$ cat src/rtl/chip8_instruction_execute_macros.svh
// Assertion macros for the CHIP-8 execute block.
`ifndef CHIP8_INSTRUCTION_EXECUTE_MACROS_SVH
`define CHIP8_INSTRUCTION_EXECUTE_MACROS_SVH
`ifndef SYNTHESIS
`define C8_ASSERT_IMP(label, clk, rst, a, c) \
   label: assert property (@(posedge clk) disable iff (rst) (a) |-> (c)) \
      else $error("assertion failed");
`define C8_ASSERT_NEXT(label, clk, rst, a, c) \
   label: assert property (@(posedge clk) disable iff (rst) (a) |=> (c)) \
      else $error("assertion failed");
`else
`define C8_ASSERT_IMP(label, clk, rst, a, c)
`define C8_ASSERT_NEXT(label, clk, rst, a, c)
`endif
`endif

$ cat src/rtl/c8x_ram.sv
// Generic single-port-write, registered-read RAM.
module c8x_ram #(
   parameter int WIDTH = 8,
   parameter int DEPTH = 16
) (
   input  logic                     clock,
   input  logic                     wr_en,
   input  logic [$clog2(DEPTH)-1:0] wr_addr,
   input  logic [WIDTH-1:0]         wr_data,
   input  logic [$clog2(DEPTH)-1:0] rd_addr,
   output logic [WIDTH-1:0]         rd_data
);
   logic [WIDTH-1:0] mem [DEPTH];

   always_ff @(posedge clock) begin
      if (wr_en) begin
         mem[wr_addr] <= wr_data;
      end
      rd_data <= mem[rd_addr];
   end
endmodule

$ cat config.mk
export PLATFORM = sky130hd
export DESIGN_NAME = c8x_ram
export DESIGN_NICKNAME = d
export VERILOG_FILES = /design/src/rtl/chip8_instruction_execute_macros.svh /design/src/rtl/c8x_ram.sv
export SDC_FILE = /design/constraint.sdc
export NUM_CORES = 1
export LEC_CHECK = 0
export ABC_AREA = 1
export BUFFER_PORTS_ARGS = -buffer_cell sky130_fd_sc_hd__buf_2
export CORE_MARGIN = 5
export CORE_UTILIZATION = 60
export CTS_BUF_LIST = sky130_fd_sc_hd__clkbuf_2 sky130_fd_sc_hd__clkbuf_4 sky130_fd_sc_hd__clkbuf_8
export DETAILED_ROUTE_END_ITERATION = 7
export GPL_TIMING_DRIVEN = 0
export PLACE_DENSITY = 0.78
export SETUP_SLACK_MARGIN = 0.2
export SYNTH_ARGS = -nofsm -noshare
export SYNTH_HDL_FRONTEND = slang
export SYNTH_SLANG_ARGS = --single-unit
$ cat constraint.sdc
create_clock -name clock -period 1.1 [get_ports clock]
set_input_delay 0.11 -clock clock [delete_from_list [all_inputs] [get_ports clock]]
set_output_delay 0.11 -clock clock [all_outputs]
set_load 0.05 [all_outputs]
==> impl_metrics.tcl, run 1 <==
set metrics [dict create \
    status "finished clean" \
    htree_levels 4 \
    nFillCells 630 \
    yosys_warnings 0 \
    cts_tree "done" \
    place_congestion 0.886 \
    cts-root-buf "clkbuf_8" \
    crit_chain "buf_8" \
    rr_worst_depth 6 \
    rsz0062_at_grt "true" \
    synth.avg_cell_area_um2 10.5 \
    crit_family "flip-flops" \
    wl_um 14000 \
    multi_input_area_mm2 0.00154 \
    syn_nets 569 \
    slew_violations 0 \
    area_growth_pct 20.7 \
    dieArea_mm2 0.0117 \
    initial_core_util_pct 62.1 \
    numPortBuffers 22 \
    synthTopCellsByCount "nand2_1 (173), edfxtp_1 (128), inv_1 (100)" \
    placed_area_mm2 0.00607 \
    die_h_um 108 \
    drt_first_pass_iters 7 \
    rr_endpoint "rd_data[1]" \
    clock_latency_ns 0.43 \
    fin_crit_sh_pct 93.0 \
    leakagePower_nw 2.97 \
    rows 35 \
    tightestPinTransition_ns 0.552 \
    synth_area_leaders "edfxtp_1 (67%), nand2_1 (11%), nand3_1 (8.4%), inv_1 (6.5%), dfxtp_1 (2.8%)" \
    path_clk_slew_ns 0.08 \
    endpoint_kind "output port" \
    cp-start-kind "register" \
    critPathBufInv 1 \
    grt_max_degree 17 \
    drtIter0Drc 525 \
    synth-seq-cells 136 \
    clock_path_buffers 2 \
    grt_antenna_before_repair 0 \
    yosysTopAreaCellShare_pct 66.7 \
    slowest_delay_ns 0.34 \
    cts.sinks 136 \
    synth_ff_type "edfxtp_1" \
    post_drt_wl_per_cell_um 18.9 \
    cp-startpoint "rd_data[2]" \
    syn_inst 551 \
    cap_violations 0 \
    grt_overflow_total 0 \
    fin_nets 614 \
    r2r_slack_ns 0.09 \
    grt_pass1_wl_um 21500 \
    hold_class "in -> reg" \
    synth_cell_types 12 \
    ios 26 \
    maxSlewHeadroom_pct 63.2 \
    regArea_mm2 0.00401 \
    vias 4039 \
    synth.most_common_cell "nand2_1" \
    hold_end "mem[4][2]" \
    synth_edf_count 128 \
    finalHoldViolCount 0 \
    crit_fanout 1 \
    grtUsageTotal_pct 25.4 \
    critPathKind "reg -> out" \
    yosysSeqAreaShare_pct 69.4 \
    remaining_drc_errors 0 \
    arrival_ns 0.91 \
    ant_nets 0 \
    setup_viol 0 \
    holdPathStages 1 \
    fin_crit_ns 1.02 \
    vdd_drop_max_uv 1160 \
    post-route-util_pct 75.0 \
    die_w_um 108 \
    final_area_mm2 0.00696 \
    drive_gt1_share_pct 26.3 \
    vias_per_cell 5.47 \
    cts_hold_buf 0 \
    grt_pass1_vias 3915 \
    cts-buffers-inserted 17 \
    min_from "wr_data[2]" \
    p_per_area_mw_per_mm2 1650 \
    num_antenna_cells 0 \
    cp.required_ns 0.99 \
    synth-async-reset-ratio_pct 0 \
    syn_area_mm2 0.00577 \
    worstReg2RegStart "mem[11][1]" \
    core_mm2 0.00928 \
    crit_path_top_delay_cell "dfxtp_2" \
    fmax_mhz 977 \
    finClkSkew_ns 0.00920 \
    yosysTopAreaCell "edfxtp_1" \
    hpwl_um 8560 \
]
-- kinds of logic (layout without fill, tap and decap cells) --
logic type             after synthesis  count (layout)  share of synthesized area (%)
buffers and inverters              126             184                           9.52
flip-flops                         136             136                           69.4
AND/OR/NAND/NOR                    289             289                           21.0
-- cell usage in the layout, fill, tap and decap left out --
cell / n
nand2_1: 163
edfxtp_1: 128
inv_1: 97
nand3_1: 56
nand3_2: 41
buf_2: 27
clkbuf_8: 20
nor2_4: 12
nand2_2: 10
dfxtp_2: 8
buf_6: 7
buf_8: 7
buf_4: 6
inv_2: 5
nor2_2: 4
bufinv_16: 4
clkinvlp_4: 3
nand3b_1: 2
buf_12: 2
buf_1: 1
nor2_1: 1
clkbuf_4: 1
clkinv_1: 1
clkinv_2: 1
inv_6: 1
clkinv_4: 1
-- flip-flops by register name, summed over array words and instances, names as in the netlist --
register and count:
rd_data 8, mem 128
-- per-layer routing --
| layer | vias up | GRT usage (%) | wire (um) |
|---|---|---|---|
| met2 | 244 | 39.3 | 6540 |
| met3 | 31 | 4.66 | 1350 |
| met1 | 1899 | 36.6 | 5780 |
| met4 | 0 | 8.93 | 312 |
| li1 | 1865 | - | - |
| met5 | - | 0 | 0 |
-- final cells by class --
class / instances / area share, %
inverter: 102 / 5.50
timing repair buffer: 26 / 3.47
clock inverter: 11 / 2.43
clock buffer: 21 / 4.06
tap: 129 / 2.32
buffer: 24 / 2.39
sequential: 136 / 57.7
multi-input combinational: 289 / 22.2
-- repair_timing --
item | in CTS | in global routing
endpoints found under the setup margin | 120 | 112
resized for setup | 66 | 37
setup buffers | 0 | 4
pin swaps | 23 | 27
endpoints found under the hold margin | 0 | 0
-- how the worst max path moves through the flow --
stage,end,slack (ns),cells past startpoint
after floorplan,mem[0][0],0.06,3
after global placement,mem[12][0],-0.51,4
after detailed placement,mem[12][0],-0.54,4
after CTS,rd_data[7],0.07,1
after global routing,rd_data[7],0.04,1
final,rd_data[2],0.08,1
-- stage by stage --
stage / hold slack [ns] / TNS (ns) / setup WS, ns / total power, W / cells
final: 0.0893 / 0 / 0.0765 / 0.0115 / 738
after global routing: 0.0753 / 0 / 0.0441 / 0.0118 / 738
after CTS: 0.0719 / 0 / 0.0669 / 0.0114 / 734
after detailed placement: 0.532 / -38.14 / -0.538 / 0.00678 / 702
after global placement: 0.524 / -35.07 / -0.507 / 0.00676 / 702
after floorplan: 0.209 / 0 / 0.0610 / 0.00646 / 551
-- power breakdown --
group / switching, W / internal (W) / leakage (nW) / total [W]
Combinational: 0.000720 / 0.000327 / 1.52 / 0.00105
Sequential: 0.0000422 / 0.00579 / 1.22 / 0.00583
Clock: 0.00192 / 0.00268 / 0.220 / 0.00460
Power figures use the tool's default switching activity.
==> run 2, diff against run 1 <==
--- a/config.mk
+++ b/config.mk
@@ -7,12 +7,14 @@
 export LEC_CHECK = 0
 export ABC_AREA = 1
 export BUFFER_PORTS_ARGS = -buffer_cell sky130_fd_sc_hd__buf_2
+export CELL_PAD_IN_SITES_DETAIL_PLACEMENT = 1
+export CELL_PAD_IN_SITES_GLOBAL_PLACEMENT = 1
 export CORE_MARGIN = 5
-export CORE_UTILIZATION = 60
+export CORE_UTILIZATION = 51
 export CTS_BUF_LIST = sky130_fd_sc_hd__clkbuf_2 sky130_fd_sc_hd__clkbuf_4 sky130_fd_sc_hd__clkbuf_8
 export DETAILED_ROUTE_END_ITERATION = 7
 export GPL_TIMING_DRIVEN = 0
-export PLACE_DENSITY = 0.78
+export PLACE_DENSITY_LB_ADDON = 0.1
 export SETUP_SLACK_MARGIN = 0.2
 export SYNTH_ARGS = -nofsm -noshare
 export SYNTH_HDL_FRONTEND = slang
==> run 2 against run 1 <==
Compared with the run above:
- clock skew is 0.0018 ns higher
- sequential power hardly changed
- highest routed layer unchanged
- critical path type is now reg -> reg
- combinational power up 11%
- maximum frequency decreased by 2.9%
- hold slack improved by 0.0060 ns
==> impl_metrics.tcl, run 2 (same netlist as run 1, synthesis figures left out) <==
set metrics [dict create \
    status "finished clean" \
    fmax_mhz 949 \
    crit_chain "nand2_1 -> nand2_2 -> nand2_1 -> nand3_2 -> nand3_2 -> nand2_2" \
    maxSlewHeadroom_pct 62.1 \
    largestRegisters "mem (128), rd_data (8)" \
    leakagePower_nw 3.04 \
    gr-usage-met3_pct 5.70 \
    drtIter0Drc 385 \
    hpwl_um 10600 \
    num_antenna_cells 0 \
    grt_pass1_vias 4278 \
    remaining_drc_errors 0 \
    drt_first_pass_iters 8 \
    clock_path_buffers 2 \
    arrival_ns 1.39 \
    cts-root-buf "clkbuf_8" \
    worst-path-stages 6 \
    rr_endpoint "rd_data[6]" \
    cts.sinks 136 \
    place_congestion 0.844 \
    layout_commonest_cell "nand2_1" \
    slew_violations 0 \
    worstReg2RegStart "mem[2][6]" \
    fin_nets 618 \
    area_growth_pct 24.3 \
    tightestPinTransition_ns 0.567 \
    finalWorstSetupSlack_ns 0.0461 \
    fin_setup_tns_ns 0 \
    fin_crit_sh_pct 95.8 \
    cp-start-kind "register" \
    initial_core_util_pct 52.5 \
    grt_max_degree 17 \
    dieArea_mm2 0.0135 \
    ant_nets 0 \
    mostFrequentLayoutCells "nand2_1 (152), edfxtp_1 (128), inv_1 (94), nand3_2 (66), nand3_1 (31)" \
    met2_usage_pct 42.0 \
    clock_latency_ns 0.45 \
    rsz0062_at_grt "true" \
    grt_overflow_total 0 \
    drive_gt1_share_pct 33.3 \
    numPortBuffers 22 \
    grt_antenna_before_repair 0 \
    cp.required_ns 1.44 \
    met1_usage_pct 35.1 \
    crit_fanout 1 \
    top_usage_layer "met2" \
    endpoint_kind "register" \
    holdPathStages 1 \
    core_mm2 0.0110 \
    ios 26 \
    hold_class "in -> reg" \
    p_per_area_mw_per_mm2 1540 \
    cts_tree "done" \
    finalHoldViolCount 0 \
    critPathBufInv 0 \
    critPathKind "reg -> reg" \
    grt_pass1_wl_um 24900 \
    critical_path.endpoint "rd_data[6]" \
    die_h_um 116 \
    cp-startpoint "mem[2][6]" \
    vias_per_cell 5.63 \
    cap_violations 0 \
    r2r_slack_ns 0.05 \
    dpl_worst_slack_ns -0.493 \
    crit_family "simple AND/OR/NAND/NOR gates" \
    setup_viol 0 \
    largest_register_ffs 128 \
    rows 38 \
    fin_crit_ns 1.05 \
    path_clk_slew_ns 0.08 \
    vias 4237 \
    cts-buffers-inserted 17 \
    grtUsageTotal_pct 26.1 \
    slowest_delay_ns 0.42 \
    vdd_drop_max_uv 920 \
    largest_register "mem" \
    wl_um 17900 \
    rr_worst_depth 6 \
    die_w_um 116 \
    post_drt_wl_per_cell_um 23.8 \
    htree_levels 4 \
    finClkSkew_ns 0.0110 \
    crit_path_top_delay_cell "edfxtp_1" \
]
[run 2: cell count changes in the layout (fill, tap and decap cells not counted), moves of 2 or more]
cell	before	now
nand3_1	56	31
clkinv_2	1	3
inv_1	97	94
buf_12	2	8
buf_4	6	4
nand2_1	163	152
clkbuf_4	1	6
nand3_2	41	66
bufinv_16	4	1
inv_2	5	8
clkinvlp_4	3	0
nand2_2	10	21
[run 2: what timing repair did]
item	in CTS	in global routing
gates cloned	0	0
pin swaps	29	31
resized for setup	84	59
setup buffers	1	7
hold buffers	0	0
endpoints found under the hold margin	0	0
setup endpoints to repair	120	119
[run 2: report_power, final]
part           switching (W)  internal (W)
Clock                0.00183       0.00216
Sequential         0.0000474       0.00580
Combinational       0.000822      0.000352
Total                0.00270       0.00831
[run 2: routing by layer]
layer,vias up,share of wire (%)
met1,2126,40
li1,1872,-
met3,50,7.2
met2,189,49
met4,0,3.7
met5,-,0
[run 2: how the worst min path moves through the flow]
stage	endpoint	from	slack, ns
6_report	mem[3][2]	wr_data[2]	0.1
5_1_grt	mem[10][3]	wr_data[3]	0.09
4_1_cts	mem[3][2]	wr_data[2]	0.09
3_5_place_dp	mem[2][2]	wr_data[2]	0.56
3_3_place_gp	mem[7][2]	wr_data[2]	0.54
2_1_floorplan	mem[0][0]	wr_data[0]	0.21
[run 2: final cells by class]
| class | count | area [um2] |
|---|---|---|
| Multi-Input combinational cell | 289 | 1700 |
| Clock buffer | 27 | 334 |
| Inverter | 102 | 383 |
| Buffer | 24 | 168 |
| Tap cell | 140 | 175 |
| Clock inverter | 5 | 48.8 |
| Sequential cell | 136 | 4010 |
| Timing Repair Buffer | 30 | 343 |
| Fill cell | 1138 | 3820 |
[run 2: metrics by stage]
stage	area (um2)	power, W	utilization [%]	cells	hold WS [ns]
after CTS	6810	0.0108	62.0	746	0.0938
after floorplan	5790	0.00646	-	551	0.209
after detailed placement	6080	0.00684	55.4	713	0.558
after global routing	7170	0.0114	65.3	753	0.0893
final	7170	0.0110	65.3	753	0.0953
after global placement	6080	0.00679	55.4	713	0.539
